$ cat src/rtl/mersenne_twister_bounded_draw_assert.svh
// Assertion macros for the bounded MT19937 draw block.
// Included by the top level; needs nothing else.
`ifndef MERSENNE_TWISTER_BOUNDED_DRAW_ASSERT_SVH
`define MERSENNE_TWISTER_BOUNDED_DRAW_ASSERT_SVH

// Consequent must hold in the same cycle as the antecedent.
`define MTBD_ASSERT_NOW(label, clk, rst, ante, cons, msg) \
   label: assert property (@(posedge clk) disable iff (rst) (ante) |-> (cons)) \
      else $error(msg);

// Consequent must hold in the cycle after the antecedent.
`define MTBD_ASSERT_NEXT(label, clk, rst, ante, cons, msg) \
   label: assert property (@(posedge clk) disable iff (rst) (ante) |=> (cons)) \
      else $error(msg);

`endif

$ cat src/rtl/mtbd_pkg.sv
// Shared constants, types and word functions of the bounded MT19937 draw block.
// No dependencies; imported by every module of the block.
`timescale 1ns / 1ps
`default_nettype none

package mtbd_pkg;

   localparam int WORD_W       = 32;
   localparam int TABLE_WORDS  = 624;
   localparam int MIDDLE_OFFSET = 397;
   localparam int FAR_WRAP     = TABLE_WORDS - MIDDLE_OFFSET;
   localparam int ADDR_W       = $clog2(TABLE_WORDS);
   localparam int IDX_W        = 10;
   localparam int STEP_W       = $clog2(WORD_W);

   localparam logic [IDX_W-1:0]  IDX_EXHAUSTED = IDX_W'(TABLE_WORDS);
   localparam logic [IDX_W-1:0]  IDX_UNSEEDED  = IDX_W'(TABLE_WORDS + 1);

   localparam logic [WORD_W-1:0] TWIST_MATRIX = 32'h9908_b0df;
   localparam logic [WORD_W-1:0] HIGH_BIT     = 32'h8000_0000;
   localparam logic [WORD_W-1:0] LOW_BITS     = 32'h7fff_ffff;
   localparam logic [WORD_W-1:0] SEED_MULT    = 32'd69069;
   localparam logic [WORD_W-1:0] SEED_RESET   = 32'd4357;
   localparam logic [WORD_W-1:0] TEMPER_B     = 32'h9d2c_5680;
   localparam logic [WORD_W-1:0] TEMPER_C     = 32'hefc6_0000;

   typedef logic [WORD_W-1:0] word_type;
   typedef logic [ADDR_W-1:0] addr_type;

   // table write request
   typedef struct packed {
      logic     en;
      addr_type addr;
      word_type data;
   } ram_wr_type;

   // remainder unit status
   typedef struct packed {
      logic busy;
      logic done;
   } mod_status_type;

   function automatic word_type twist(input word_type cur, input word_type nxt,
                                      input word_type far);
      word_type y;
      word_type r;
      y = (cur & HIGH_BIT) | (nxt & LOW_BITS);
      r = far ^ (y >> 1);
      if (y[0]) begin
         r = r ^ TWIST_MATRIX;
      end
      return r;
   endfunction

   function automatic word_type temper(input word_type w);
      word_type y;
      y = w;
      y = y ^ (y >> 11);
      y = y ^ ((y << 7) & TEMPER_B);
      y = y ^ ((y << 15) & TEMPER_C);
      y = y ^ (y >> 18);
      return y;
   endfunction

endpackage

`default_nettype wire

$ cat src/rtl/mtbd_mod.sv
// Restoring remainder unit, one quotient bit per cycle.
// Depends on mtbd_pkg.
`timescale 1ns / 1ps
`default_nettype none

module mtbd_mod import mtbd_pkg::*; (
   input  logic           clock,
   input  logic           reset,
   input  logic           start,
   input  word_type       dividend,
   input  word_type       divisor,
   output mod_status_type status,
   output word_type       remainder
);

   localparam logic [STEP_W-1:0] LAST_STEP = STEP_W'(WORD_W - 1);

   word_type          rem_ff, rem_in;
   word_type          dvd_ff, dvd_in;
   word_type          dvr_ff, dvr_in;
   logic [STEP_W-1:0] cnt_ff, cnt_in;
   logic              busy_ff, busy_in;
   logic              done_ff, done_in;

   logic [WORD_W:0]   shifted;
   logic [WORD_W:0]   diff;
   logic              fits;

   always_comb begin
      shifted = {rem_ff, dvd_ff[WORD_W-1]};
      fits    = shifted >= {1'b0, dvr_ff};
      diff    = shifted - {1'b0, dvr_ff};

      rem_in  = rem_ff;
      dvd_in  = dvd_ff;
      dvr_in  = dvr_ff;
      cnt_in  = cnt_ff;
      busy_in = busy_ff;
      done_in = 1'b0;

      if (start) begin
         rem_in  = '0;
         dvd_in  = dividend;
         dvr_in  = divisor;
         cnt_in  = '0;
         busy_in = 1'b1;
      end else if (busy_ff) begin
         rem_in = fits ? diff[WORD_W-1:0] : shifted[WORD_W-1:0];
         dvd_in = dvd_ff << 1;
         cnt_in = cnt_ff + STEP_W'(1);
         if (cnt_ff == LAST_STEP) begin
            busy_in = 1'b0;
            done_in = 1'b1;
         end
      end
   end

   always_ff @(posedge clock) begin
      if (reset) begin
         busy_ff <= 1'b0;
         done_ff <= 1'b0;
      end else begin
         busy_ff <= busy_in;
         done_ff <= done_in;
      end
      rem_ff <= rem_in;
      dvd_ff <= dvd_in;
      dvr_ff <= dvr_in;
      cnt_ff <= cnt_in;
   end

   assign status.busy = busy_ff;
   assign status.done = done_ff;
   assign remainder   = rem_ff;

endmodule

`default_nettype wire

$ cat config.mk
export PLATFORM = sky130hd
export DESIGN_NAME = mtbd_mod
export DESIGN_NICKNAME = d
export VERILOG_FILES = /design/src/rtl/mersenne_twister_bounded_draw_assert.svh /design/src/rtl/mtbd_pkg.sv /design/src/rtl/mtbd_mod.sv
export SDC_FILE = /design/constraint.sdc
export NUM_CORES = 1
export LEC_CHECK = 0
export BUFFER_PORTS_ARGS = -buffer_cell sky130_fd_sc_hd__buf_2
export CELL_PAD_IN_SITES_DETAIL_PLACEMENT = 1
export CELL_PAD_IN_SITES_GLOBAL_PLACEMENT = 2
export CORE_ASPECT_RATIO = 1.1
export CORE_MARGIN = 3
export CORE_UTILIZATION = 32
export DETAILED_ROUTE_END_ITERATION = 8
export GPL_ROUTABILITY_DRIVEN = 0
export PLACE_DENSITY_LB_ADDON = 0.12
export SETUP_SLACK_MARGIN = 0.5
export SYNTH_ARGS = -nofsm -noshare
export SYNTH_HDL_FRONTEND = slang
export SYNTH_SLANG_ARGS = --single-unit
$ cat constraint.sdc
create_clock -name clock -period 3.85 [get_ports clock]
set_clock_uncertainty 0.2 [all_clocks]
set_input_delay 0.5775 -clock clock [delete_from_list [all_inputs] [get_ports clock]]
set_output_delay 0.5775 -clock clock [all_outputs]
set_load 0.01 [all_outputs]
# After elaboration in Yosys (flattened, before gate mapping)
# Cells that the tools add are included.
[op_classes]
n_addsub = 2
multipliers = 0
n_div = 0
order_cmp = 1
eq_ne = 1
shift = 0
n_mux = 7
n_bitwise = 1
n_reduce_logical = 2
[ops]
columns = ["operator", "count"]
rows = [
  ["two-way mux 32 bit", 3],
  [">= comparator 33 x 32 -> 1 bit", 1],
  ["subtractor 32 bit", 1],
  ["adder 5 x 1 -> 5 bit, second input constant", 1],
  ["== test 5 bit, second input constant", 1],
  ["two-way mux 1 bit", 4],
  ["OR reduction 3 bit", 1],
  ["nonzero test 2 bit", 1],
  ["NOT 1 bit", 1],
]
[word_totals]
reg_bits = 103
latchBits = 0
ram_bits = 0
romBits = 0
inputBits = 67
out_inout_bits = 34
wordCells = 20
n_memories = 0

# Depth between registers and ports, before layout
[logic_depth]
ltp_word = 4
depth_mapped = 13
mapped_depth_nobuf = 12

# Worst setup path before layout
# Ideal clock, no wire load.
[synth_path]
kind = "flip-flop to flip-flop"
start = "reg rem_ff[3] (netlist: remainder[3])"
end = "reg rem_ff[19] (netlist: remainder[19])"
setup_ns = 0.087
arrival_ns = 2.737
t_required_ns = 3.563
setup_slack_ns = 0.826
stages_incl_launch_ff = 12
n_path_buf = 2
synth_period_minus_slack_ns = 3.024
path_cell_list = "dfxtp_1 -> ha_1 -> a21o_1 -> a211o_1 -> o21a_1 -> or3b_4 -> and4_4 -> or2_1 -> buf_6 -> buf_6 -> o31a_1 -> o31ai_1"
[synth_via]
elab_chain_len = 2
word_cells_on_any_way = 3
classes_between = "1 x add/sub; 1 x order compare; 1 x mux"
[synth_lines]
columns = ["element", "line_no", "source"]
rows = [
  ["from (decl)", "mtbd_mod.sv:18", "word_type rem_ff, rem_in;"],
  ["from (signal assigned)", "mtbd_mod.sv:66", "rem_ff <= rem_in;"],
  ["subtractor 32 bit or >= comparator 33 x 32 -> 1 bit (tied branches)", "mtbd_mod.sv:32, mtbd_mod.sv:31", ""],
  ["two-way mux 32 bit (*)", "mtbd_mod.sv:48", "rem_in = fits ? diff[WORD_W-1:0] : shifted[WORD_W-1:0];"],
]
# Every way passes the cells marked *; elsewhere a longest branch is shown, timed or not.
# A chain may end at the register's enable or synchronous reset.

# Worst setup path in the final report
[layout_path]
start = "reg rem_ff[3] (netlist: remainder[3])"
end = "reg rem_ff[24] (netlist: remainder[24])"
# The elaborated chain is that of the path after synthesis.

==> run metrics <==
Power Density=393 nW/µm²; die width=138 µm; TritonRoute pass-1 iters=4; share of synthesized registers carrying an async set or reset=0%; chip height=151 µm; number of setup violations in the final report=0; Switching Power=0.000861 W; Min Hold Slack=0.179 ns; global-route wire length before repair=28,200 µm; depth of the CTS H-tree=3; delay of the slowest critical-path stage=0.42 ns; Port Buf Inserts=100; clock tree root driver cell=sky130_fd_sc_hd__clkbuf_16; number of vias in the routed layout=5,100; category of the worst setup path capture point=flop; Final period util=83.2%; crit path kind=flop to flop; clock network power share=32.5%; static power due to leakage=3.06 nW; count of mapped cells out of synthesis=618; number of clock sinks=103; routed length per placed instance=18.4 µm; most used flip-flop cell after synthesis=sky130_fd_sc_hd__edfxtp_1; combinational fraction of design power=21.1%; Initial Utilization=32.9%; number of violations of the max-capacitance limit=0; Worst IR Drop VDD=0.207 mV; die outline area=20,800 µm²; min-delay src=reset; post-route minimum period=3.20 ns; drc violations=0; # IOs=101; total routing usage reported by global routing=17.3%; RSZ-0062 raised after global routing=false; Warnings, synthesis=0; clock-pin slew on the worst setup and hold paths=0.08 ns; number of global-route vias before repair=5,282; number of hold-slack violations in the final timing report=0; violation count after the first detailed-route iteration=270; core area=18,500 µm²; Worst setup SP type=flop; initial antenna violation count=0; Cell Area, Synth=6110 µm²; clock tree from TritonCTS=yes; number of clock buffers inserted by TritonCTS=9; highest clock rate=312 MHz; sequential cell area fraction in the yosys report=44.2%; standard cell with the maximum stage delay on the critical path=sky130_fd_sc_hd__or3b_4; Slew Viols, Final=0; internal power component=0.00197 W; number of inserted diodes=0; data arrival time of the critical path=3.23 ns; setup TNS after final layout=0 ns; origin of the critical flop-to-flop path=remainder[3]; cell count after placement=943; vias per cell=5.32; Sequential Power Share=46.4%; Antenna Violating Nets Remaining=0; fraction of layout cells with a size suffix above 1=25.1%; Final Instance Count excl. Fillers=959; post-route core utilization=38.9%; sum of routed wire length over all layers=17,600 µm; fin nets=813; Worst Hold Class=input pin to flop; sequence of cells on the critical path=ha_1, a21o_1, a211o_1, o21a_1, or3b_4, and4_4, or2_4, buf_4, o21ai_0, a311oi_2; post-synthesis cell type count=62; Row Count=52; later-pin clock latency in the skew report=0.36 ns; Layout Area Growth over Synthesis=18.2%; endpoint required time on the critical path=3.87 ns; Avg Synthesized Cell Area=9.89 µm²; syn_nets=720; slew at the pin with the worst max-slew slack=0.857 ns; number of enable flip-flop cells after synthesis=64; Clock Tree Buf Depth=2; flops & latches, synth=103; maximum number of pins on one net before global-route repair=38; launching element of the worst setup path=remainder[3]; post-DP HPWL=13,000 µm; max_slew headroom=42.4%; run status=completed; top fanout value on the critical path=9; overflow left after global routing=0; fraction of power spent switching nets=30.4%; Filler Cells Inserted=2,150
## cells in the mapped netlist, types with 3 or more instances
cell type,instances,share of area [%]
sky130_fd_sc_hd__nand3_1,26,2.1
sky130_fd_sc_hd__mux2i_1,4,0.66
sky130_fd_sc_hd__inv_1,42,2.6
sky130_fd_sc_hd__o21ai_0,30,2.5
sky130_fd_sc_hd__a21oi_1,34,2.8
sky130_fd_sc_hd__o211ai_1,9,1.1
sky130_fd_sc_hd__edfxtp_1,64,31
sky130_fd_sc_hd__xor2_1,12,1.7
sky130_fd_sc_hd__nor2b_1,5,0.51
sky130_fd_sc_hd__and3_1,5,0.51
sky130_fd_sc_hd__nand2b_1,4,0.41
sky130_fd_sc_hd__xnor2_1,16,2.3
sky130_fd_sc_hd__o21a_1,9,1.1
sky130_fd_sc_hd__buf_4,3,0.37
sky130_fd_sc_hd__and2_1,11,1.1
sky130_fd_sc_hd__clkbuf_1,19,1.2
sky130_fd_sc_hd__a211oi_1,6,0.74
sky130_fd_sc_hd__nand2_1,37,2.3
sky130_fd_sc_hd__buf_1,4,0.25
sky130_fd_sc_hd__dfxtp_1,39,13
sky130_fd_sc_hd__a31oi_1,9,0.92
sky130_fd_sc_hd__o31a_1,3,0.43
sky130_fd_sc_hd__mux2_2,32,5.9
sky130_fd_sc_hd__a21o_1,11,1.4
sky130_fd_sc_hd__or3_1,3,0.31
sky130_fd_sc_hd__nand4_1,5,0.51
sky130_fd_sc_hd__nor2_1,52,3.2
sky130_fd_sc_hd__buf_2,5,0.41
sky130_fd_sc_hd__o31ai_1,10,1.2
sky130_fd_sc_hd__o21bai_1,3,0.37
sky130_fd_sc_hd__nand3b_1,6,0.74
sky130_fd_sc_hd__ha_1,34,7.0
sky130_fd_sc_hd__nor3_1,9,0.74
sky130_fd_sc_hd__a311oi_1,19,2.7
## final cells by class
cell class	count	area (µm²)	area share, %
multi-input combinational	440	3140	43.4
sequential	103	2700	37.5
timing repair buffer	115	627	8.68
tap	243	304	4.21
clock buffer	9	225	3.12
inverter	42	158	2.18
clock inverter	7	65.1	0.901
## logic make-up (layout without fill, tap and decap cells)
group	Yosys count	count (layout)	share of synthesized area, %
AND/OR/NAND/NOR	177	177	14.3
AO/OA/AOI/OAI	164	164	18.5
flip-flops	103	103	44.2
buffers and inverters	75	173	5.14
multiplexers	36	36	6.55
adder cells (fa/ha/maj)	35	35	7.29
XOR/XNOR	28	28	4.01
## power by group through the flow
| stage | logic (W) | registers [W] | clock network (W) |
|---|---|---|---|
| after floorplan | 0.000404 | 0.00133 | 0 |
| after global placement | 0.000584 | 0.00134 | 0 |
| after detailed placement | 0.000593 | 0.00134 | 0 |
| after CTS | 0.000598 | 0.00132 | 0.000957 |
| after global routing | 0.000671 | 0.00133 | 0.000994 |
| final | 0.000597 | 0.00132 | 0.000923 |
## stage by stage
stage,setup slack [ns],instance area [µm²],total power (W)
after floorplan,0.826,6110,0.00174
after global placement,0.569,6870,0.00192
after detailed placement,0.495,6870,0.00194
after CTS,0.558,7170,0.00287
after global routing,0.508,7220,0.00299
final,0.648,7220,0.00284
## worst max-delay path: cells and delay by family (launching register included)
family | cells | cell delay, ns
AO/OA/AOI/OAI | 5 | 1.04
AND/OR/NAND/NOR | 3 | 0.91
adder cells (fa/ha/maj) | 1 | 0.37
flip-flops | 1 | 0.35
buffers and inverters | 1 | 0.19
## state kept, by name, indices dropped and copies added, names as in the netlist
register   count
dvd_ff        32
busy_ff        1
remainder     32
dvr_ff        32
cnt_ff         5
done_ff        1
## cells in the final DEF, fill, tap and decap left out, types with 6 or more instances in the layout
| master | count |
|---|---|
| sky130_fd_sc_hd__a21o_1 | 11 |
| sky130_fd_sc_hd__a21oi_1 | 34 |
| sky130_fd_sc_hd__a311oi_1 | 17 |
| sky130_fd_sc_hd__a31oi_1 | 9 |
| sky130_fd_sc_hd__and2_1 | 10 |
| sky130_fd_sc_hd__buf_2 | 99 |
| sky130_fd_sc_hd__buf_4 | 14 |
| sky130_fd_sc_hd__clkbuf_16 | 9 |
| sky130_fd_sc_hd__dfxtp_1 | 38 |
| sky130_fd_sc_hd__edfxtp_1 | 64 |
| sky130_fd_sc_hd__ha_1 | 34 |
| sky130_fd_sc_hd__inv_1 | 42 |
| sky130_fd_sc_hd__mux2_2 | 32 |
| sky130_fd_sc_hd__nand2_1 | 37 |
| sky130_fd_sc_hd__nand3_1 | 24 |
| sky130_fd_sc_hd__nand3b_1 | 6 |
| sky130_fd_sc_hd__nor2_1 | 52 |
| sky130_fd_sc_hd__nor3_1 | 9 |
| sky130_fd_sc_hd__o211ai_1 | 9 |
| sky130_fd_sc_hd__o21a_1 | 9 |
| sky130_fd_sc_hd__o21ai_0 | 29 |
| sky130_fd_sc_hd__o31ai_1 | 10 |
| sky130_fd_sc_hd__xnor2_1 | 16 |
| sky130_fd_sc_hd__xor2_1 | 12 |
## final timing paths
kind | endpoint | depth (start not counted) | slack, ns
max reg2reg | remainder[24] | 10 | 0.65
max | remainder[24] | 10 | 0.65
min | busy_ff | 2 | 0.18
min reg2reg | cnt_ff[4] | 2 | 0.31
## what timing repair did
action,4_1_cts,5_1_grt
resized for setup,1,14
endpoints found under the setup margin,1,25
hold buffers,0,0
setup buffers,0,0
hold endpoints to repair,0,0
pin swaps,0,2
## routing by layer
layer / vias up / routed length [µm] / GRT usage (%)
met4: 0 / 225 / 5.19
li1: 2475 / - / -
met3: 16 / 538 / 2.19
met5: - / 0 / 0
met1: 2543 / 8100 / 22.7
met2: 66 / 8770 / 29.5
Power figures use the tool's default switching activity.
